[src/rtl/core/erm_pkg.sv]
// erm_pkg: shared constants, types and helpers for the euler rotation block
// no dependencies
`timescale 1ns / 1ps

package erm_pkg;

  localparam int CordicStages = 16;
  localparam int FracBits     = 15;
  localparam int TableLen     = 24;
  localparam int NumStages    = (CordicStages > TableLen) ? TableLen : CordicStages;

  // cordic datapath widths: x,y in Q2.30 with headroom, z in 2^-32 turn
  localparam int XyW = 34;
  localparam int ZW  = 34;
  // trig values after narrowing: +-2^FracBits needs FracBits+2 bits
  localparam int TrigW = FracBits + 2;
  // product and sum headroom
  localparam int ProdW = 2 * TrigW;
  localparam int SumW  = TrigW + 3;

  localparam int StageIdxW = $clog2(NumStages + 1);

  localparam logic signed [XyW-1:0] CordicGain = XyW'(64'sd652032874);

  typedef logic signed [XyW-1:0]   xy_t;
  typedef logic signed [ZW-1:0]    z_t;
  typedef logic signed [TrigW-1:0] trig_t;
  typedef logic signed [SumW-1:0]  sum_t;

  // one angle in flight through a cordic cell
  typedef struct packed {
    xy_t  x;
    xy_t  y;
    z_t   z;
    logic neg;
  } rot_t;

  // per-angle lane bundle for the three angles
  typedef struct packed {
    rot_t roll;
    rot_t pitch;
    rot_t yaw;
  } rot3_t;

  // atan(2^-i) in units of 2^-32 turn
  function automatic z_t atan_lut(input logic [StageIdxW-1:0] idx);
    logic [31:0] v;
    begin
      case (idx)
        5'd0:    v = 32'd536870912;
        5'd1:    v = 32'd316933406;
        5'd2:    v = 32'd167458907;
        5'd3:    v = 32'd85004756;
        5'd4:    v = 32'd42667331;
        5'd5:    v = 32'd21354465;
        5'd6:    v = 32'd10679838;
        5'd7:    v = 32'd5340245;
        5'd8:    v = 32'd2670163;
        5'd9:    v = 32'd1335087;
        5'd10:   v = 32'd667544;
        5'd11:   v = 32'd333772;
        5'd12:   v = 32'd166886;
        5'd13:   v = 32'd83443;
        5'd14:   v = 32'd41722;
        5'd15:   v = 32'd20861;
        5'd16:   v = 32'd10430;
        5'd17:   v = 32'd5215;
        5'd18:   v = 32'd2608;
        5'd19:   v = 32'd1304;
        5'd20:   v = 32'd652;
        5'd21:   v = 32'd326;
        5'd22:   v = 32'd163;
        5'd23:   v = 32'd81;
        default: v = 32'd0;
      endcase
      atan_lut = z_t'(v);
    end
  endfunction

  // rounded product back to FracBits fraction bits
  function automatic sum_t mul_round(input trig_t a, input trig_t b);
    logic signed [ProdW-1:0] p;
    begin
      p = (ProdW'(a) * ProdW'(b)) + (ProdW'(1) <<< (FracBits - 1));
      mul_round = SumW'(p >>> FracBits);
    end
  endfunction

  // product of a rounded value that may exceed trig range by one bit
  function automatic sum_t mul_round_s(input sum_t a, input trig_t b);
    logic signed [SumW+TrigW-1:0] p;
    begin
      p = ((SumW + TrigW)'(a) * (SumW + TrigW)'(b))
        + ((SumW + TrigW)'(1) <<< (FracBits - 1));
      mul_round_s = SumW'(p >>> FracBits);
    end
  endfunction

  // rescale to Q1.15 and saturate
  function automatic logic signed [15:0] to_q15(input sum_t e);
    logic signed [SumW+16:0] t;
    begin
      if (FracBits > 15) begin
        t = ((SumW + 17)'(e) + ((SumW + 17)'(1) <<< ((FracBits > 15) ? FracBits - 16 : 0)))
          >>> ((FracBits > 15) ? FracBits - 15 : 0);
      end else begin
        t = (SumW + 17)'(e) <<< ((FracBits < 15) ? 15 - FracBits : 0);
      end
      if (t > (SumW + 17)'(32767))
        to_q15 = 16'sh7fff;
      else if (t < -(SumW + 17)'(32768))
        to_q15 = -16'sh8000;
      else
        to_q15 = t[15:0];
    end
  endfunction

endpackage

[src/rtl/core/erm_cordic_cell.sv]
// erm_cordic_cell: one micro-rotation of the cordic chain for three angles
// depends on erm_pkg
`timescale 1ns / 1ps

module erm_cordic_cell (
  input  logic                        clk_i,
  input  logic                        en_i,
  input  logic [erm_pkg::StageIdxW-1:0] stage_i,
  input  erm_pkg::rot3_t              rot_i,
  output erm_pkg::rot3_t              rot_o
);
  import erm_pkg::*;

  rot3_t rot_d, rot_q;

  function automatic rot_t rotate(input rot_t r, input logic [StageIdxW-1:0] s);
    rot_t o;
    z_t   t;
    begin
      t = atan_lut(s);
      o = r;
      if (r.z >= 0) begin
        o.x = r.x - (r.y >>> s);
        o.y = r.y + (r.x >>> s);
        o.z = r.z - t;
      end else begin
        o.x = r.x + (r.y >>> s);
        o.y = r.y - (r.x >>> s);
        o.z = r.z + t;
      end
      rotate = o;
    end
  endfunction

  // rotate all three lanes
  always_comb begin
    rot_d.roll  = rotate(rot_i.roll, stage_i);
    rot_d.pitch = rotate(rot_i.pitch, stage_i);
    rot_d.yaw   = rotate(rot_i.yaw, stage_i);
  end

  // payload register, advances with the pipe
  always_ff @(posedge clk_i) begin
    if (en_i) begin
      rot_q <= rot_d;
    end
  end

  assign rot_o = rot_q;

endmodule

[config.mk]
export PLATFORM = sky130hd
export DESIGN_NAME = erm_cordic_cell
export DESIGN_NICKNAME = d
export VERILOG_FILES = /design/src/rtl/core/erm_pkg.sv /design/src/rtl/core/erm_cordic_cell.sv
export SDC_FILE = /design/constraint.sdc
export NUM_CORES = 2
export LEC_CHECK = 0
export ABC_AREA = 1
export BUFFER_PORTS_ARGS = -buffer_cell sky130_fd_sc_hd__buf_4
export CAP_MARGIN = 10
export CORE_ASPECT_RATIO = 1.2
export CORE_MARGIN = 3
export CORE_UTILIZATION = 35
export DETAILED_ROUTE_END_ITERATION = 12
export GPL_TIMING_DRIVEN = 1
export PLACE_DENSITY = 0.56
export SYNTH_ARGS = -nofsm -noshare
export SYNTH_HDL_FRONTEND = slang
export SYNTH_SLANG_ARGS = --single-unit
[constraint.sdc]
create_clock -name clk_i -period 6.02 [get_ports clk_i]
set_input_delay 0.602 -clock clk_i [delete_from_list [all_inputs] [get_ports clk_i]]
set_output_delay 0.602 -clock clk_i [all_outputs]
set_load 0.01 [all_outputs]
* After elaboration in Yosys (flattened, before gate mapping)
Memories as Yosys holds them, arrays and structs flattened. Cells that the tools add are included. W data, S select, Z words.
Word-level totals: register bits 309, bits in read-only memories 2880, bits of input ports 316, output and inout bits 309, logic and storage cells 45, memories 3
Memory list:
- (no name shown) | words 32, width 30, read ports 1, clocked after Yosys merged registers in 0, write ports 0, RTL line erm_pkg.sv:49 | case (idx)
- (no name shown) | words 32, width 30, read ports 1, clocked after Yosys merged registers in 0, write ports 0, RTL line erm_pkg.sv:49
- (no name shown) | words 32, width 30, read ports 1, clocked after Yosys merged registers in 0, write ports 0, RTL line erm_pkg.sv:49
Cells by class: add/sub/neg operators 18, magnitude comparators 3, shifts and indexed selects 6, multiplexer cells 3
Operators by type and width (count):
- $mux W102 | 3
- $add A34 B34 Y34 | 6
- $sshr A34 B5 Y34 | 6
- $sub A34 B34 Y34 | 6
- $add A34 B33 Y34 | 3
- $ge A34 B1 Y1 const B | 3
- $sub A34 B33 Y34 | 3

* Longest topological paths before layout
word-level depth 3, mapped depth 40, depth with buffers taken out 36

* Least setup slack after synthesis
No wires, ideal clock.
path type input port to flip-flop, start point input stage_i[0] (netlist bit), end point register rot_q, in the netlist rot_o[137], data pin, library setup time 257 ps, data arrival time 4717 ps, required time 5763 ps, setup slack 1046 ps, stages on the path 31, buffers on the path 4, cell sequence buf_4 > inv_2 > buf_6 > buf_6 > buf_6 > ha_1 > or2_1 > o211ai_2 > nand3_1 > inv_1 > ha_1 > nand2_1 > nor2_1 > nand3_1 > or2_1 > nor2_2 > nand2_2 > nand2_1 > nand2_1 > o21ai_0 > ha_1 > a21oi_1 > o21ai_0 > a21oi_1 > o211ai_1 > nand2_1 > nand2_1 > a21boi_0 > o21ai_0 > nand3_1 > nand2_1
RTL lines:
- start, declared | RTL line erm_cordic_cell.sv:8 | input logic [erm_pkg::StageIdxW-1:0] stage_i,
- end signal, assigned | RTL line erm_cordic_cell.sv:45 | rot_q <= rot_d;
- end, declared | RTL line erm_cordic_cell.sv:14 | rot3_t rot_d, rot_q;

==> flow_results.org <==
** Clock tree
- TritonCTS built the clock tree.
- Clock H-tree levels :: 2
- CTS clock-pin slew for the worst setup and hold paths :: 0.06 ns
- CTS buffer count :: 39
- After clock tree synthesis, the setup repair step added 0 buffers.
- Bufs on Longest Clock Path :: 3
- Clock tree synthesis found a total of 309 sinks.
- Post-CTS Hold Buffers :: 0
- Quantity of gates resized following cts :: 0
- The cell sitting at the root of the clock tree is a sky130_fd_sc_hd__clkbuf_16.

** Global route
- Peak-usage layer in the global routing report :: met2
- In the global route stage, met3 resource usage came out at 0.04066.
- Antenna violations before repair :: 16
- All-layer global routing usage :: 0.2978
- The first global-routing pass estimated approximately 290,000 um of wire.
- Number of global-route vias before repair :: 47,380
- Congestion Overflow GR :: 0
- In the global route stage, met1 resource usage came out at 0.3517.
- Entering global routing, the biggest net connects ~150 pins.
- Global routing met2 resource utilization :: 0.5306

** Synthesis
- Post-Syn Area per Cell :: 6.200 um2
- Counting distinct cell types in the post-synthesis netlist gives 52.
- FF+latch count, synth :: 309
- Cell taking the most area after synthesis :: sky130_fd_sc_hd__edfxtp_1
- In the post-synthesis netlist, the biggest area contributors are sky130_fd_sc_hd__edfxtp_1 (22%), sky130_fd_sc_hd__nand2_1 (20%), sky130_fd_sc_hd__nand3_1 (13%), sky130_fd_sc_hd__ha_1 (9.0%), sky130_fd_sc_hd__xor2_1 (6.1%).
- Portion of the post-synthesis area used by sequential elements :: 0.2157
- Warnings from Yosys :: 0
- The share of synthesized area in the top cell type comes to 0.2157.
- Number of synthesized flops with an enable pin :: 309
- Top flip-flop cell by instance count after synthesis :: sky130_fd_sc_hd__edfxtp_1
- Mapped Area :: around 43,000 um2
- Post-synthesis net count :: roughly 7,600
- Async set-reset flop share out of synthesis :: 0
- Synthesis produced just under 7,000 cells.

** Floorplanning
- The initial utilization of the core area, before any placement, comes to 0.3534.
- The die covers between 100,000 and 150,000 um2.
- The floorplan step set the die width to 326.1 um.
- Count of boundary I/O pins :: ~630
- The core region is 121,700 um2.
- Die Height :: between 300 and 400 um
- Row generation in the floorplan step produced 140 rows.

** Worst setup path
- The worst setup path is captured at a register.
- In this run the worst setup path terminates at rot_o[169].
- Critical path startpoint category :: input port
- Worst setup path startpoint :: stage_i[0]
- Kind of critical path :: input port to register
- For the worst setup path, the data required time is around 6.4 ns.
- Data on the critical path arrives at its endpoint at 5.65 ns.
- Along the worst path, the maximum fanout reaches approximately 150.

** Placed design
- Prior to clock tree synthesis, the placed netlist has a worst setup slack of around 0.26 ns.
- The congestion estimate from routability-driven global placement came to 0.9998.
- Port buffer count :: between 600 and 700
- The placed instances occupy a cell area of about 50,000 um2.
- HPWL reported at the end of detailed placement :: 165,800 um

** Detailed routing
- Mean number of vias per cell :: about 5.4
- Remaining DRCs :: 0
- Routed wire length per instance :: about 22 um
- The first routing iteration left roughly 4,200 violations.
- DR vias :: between 40,000 and 50,000
- For this run, the detailed router's first-pass iteration total came to 9.
- Post-route antenna net violation count :: 0
- Routed WL :: just under 200,000 um

** Timing
- Worst setup slack after layout :: just over 0.7 ns
- Based on the critical path, the design can be clocked at up to 188.5 MHz.
- The final max-slew violation count was 0.
- The clock period could shrink to between 5 and 6 ns.
- The hold violation count in the final report was 0.
- Setup repair after global routing left no endpoint under its margin.
- Final setup violation count :: 0
- Worst max-slew margin expressed relative to the limit :: 0.2442
- In the final timing run, aggregate negative setup slack is 0 ns.
- In the finished design, the share of the clock period the worst path needs comes to 0.8811.
- At the pin with the least slew margin, the transition time is 1.122 ns.

** Final layout
- Of the cells placed in the final design, the portion with a size suffix greater than 1 is 0.1140.
- Number of nets in the final layout :: between 8,000 and 9,000
- With fillers left out, the area of the finished cells amounts to 50,590 um2.
- Leading cell type in the layout, fill and taps excluded :: sky130_fd_sc_hd__nand2_1
- Area Overhead vs Synth :: 17.58%
- Number of flip-flops under the largest register name :: between 300 and 400
- Commonest non-fill, non-tap cells in the layout :: sky130_fd_sc_hd__nand2_1 (2,302), sky130_fd_sc_hd__nand3_1 (1,084), sky130_fd_sc_hd__buf_4 (684)

** Power
- Power spread over the standard cell area amounts to roughly 260 nW/um2.
- Largest vdd supply drop :: 0.0002125 V
- Total power for the finished layout comes to around 13 mW.
- The analysis attributes to cell leakage a power of approximately 25 nW.

** Hold path
- The path class of the tightest hold or removal check is input port to register.

** Flow run
- Max-cap violations in this run came to 0.

** Status
- The flow ran to the end, and the final reports show no timing, DRC or antenna violations.
## worst min-delay path by stage
stage | slack [ns] | from | to | cells past startpoint
final | 0.18 | rot_i[0] | rot_o[0] | 1
after global routing | 0.15 | rot_i[103] | rot_o[103] | 1
after CTS | 0.14 | rot_i[0] | rot_o[0] | 1
after floorplan | 0.70 | rot_i[0] | rot_o[0] | 0
after global placement | 0.78 | rot_i[206] | rot_o[206] | 1
after detailed placement | 0.78 | rot_i[0] | rot_o[0] | 1
## worst max-delay path, stage by stage
cell,delay [ns]
sky130_fd_sc_hd__buf_6,0.15
sky130_fd_sc_hd__inv_6,0.09
sky130_fd_sc_hd__buf_12,0.39
sky130_fd_sc_hd__nand2_1,0.16
sky130_fd_sc_hd__nand3_1,0.15
sky130_fd_sc_hd__nand3_1,0.11
sky130_fd_sc_hd__nand3_1,0.10
sky130_fd_sc_hd__o21ai_1,0.11
sky130_fd_sc_hd__o21ai_1,0.38
sky130_fd_sc_hd__inv_1,0.17
sky130_fd_sc_hd__ha_1,0.25
sky130_fd_sc_hd__inv_1,0.05
sky130_fd_sc_hd__nor2_1,0.06
sky130_fd_sc_hd__nand3_1,0.14
sky130_fd_sc_hd__nor2_2,0.08
sky130_fd_sc_hd__nand2_1,0.08
sky130_fd_sc_hd__nand2_1,0.06
sky130_fd_sc_hd__xnor2_1,0.28
sky130_fd_sc_hd__ha_1,0.38
sky130_fd_sc_hd__a21oi_1,0.34
sky130_fd_sc_hd__o21ai_0,0.20
sky130_fd_sc_hd__a21oi_1,0.28
sky130_fd_sc_hd__o211ai_1,0.27
sky130_fd_sc_hd__a21o_1,0.25
sky130_fd_sc_hd__nand2_1,0.06
sky130_fd_sc_hd__nand2_1,0.05
sky130_fd_sc_hd__xor2_1,0.14
## through the flow
step / hold slack [ns] / utilization / instances
5_1_grt: 0.1545 / 0.4154 / 9093
6_report: 0.1824 / 0.4155 / 9099
3_3_place_gp: 0.7806 / 0.4048 / 9021
2_1_floorplan: 0.7009 / - / 6940
3_5_place_dp: 0.7815 / 0.4048 / 9021
4_1_cts: 0.1387 / 0.4154 / 9090
## cells by family after synthesis
kind of cell,count (synthesis),synth area share
compound gates,966,0.1227
simple gates,4089,0.4004
xor+xnor,428,0.08713
fa+ha+maj,320,0.09463
flops,309,0.2157
buf+inv,828,0.07951
## cells in the mapped netlist (all sizes together) (43+ instances only)
library cell,count
nor3,45
xor2,299
o21ai,378
buf,193
a21oi,411
xnor2,129
o211ai,43
edfxtp,309
nand3,1089
nand4,58
inv,575
clkbuf,59
nor2,531
ha,311
nand2,2321
## power by group
group | internal [mW] | total [mW] | switching, mW
Combinational | 2.60 | 7.07 | 4.47
Clock | 1.40 | 2.43 | 1.04
Sequential | 3.21 | 3.43 | 0.215
Total | 7.21 | 12.9 | 5.72
## layer usage
layer  up-vias  part of all wire
met2      1794              0.49
met5         -           0.00062
li1      24220                 -
met4        18             0.054
met1     22790              0.40
met3       380             0.059
## layout make-up
class	instances	area, um2
Antenna cell	9	22.52
Clock buffer	45	1020
Clock inverter	24	265.3
Fill cell	13230	71150
Inverter	576	2182
Multi-Input combinational cell	5803	30350
Sequential cell	309	9279
Tap cell	1633	2043
Timing Repair Buffer	700	5424
Power figures use the tool's default switching activity.
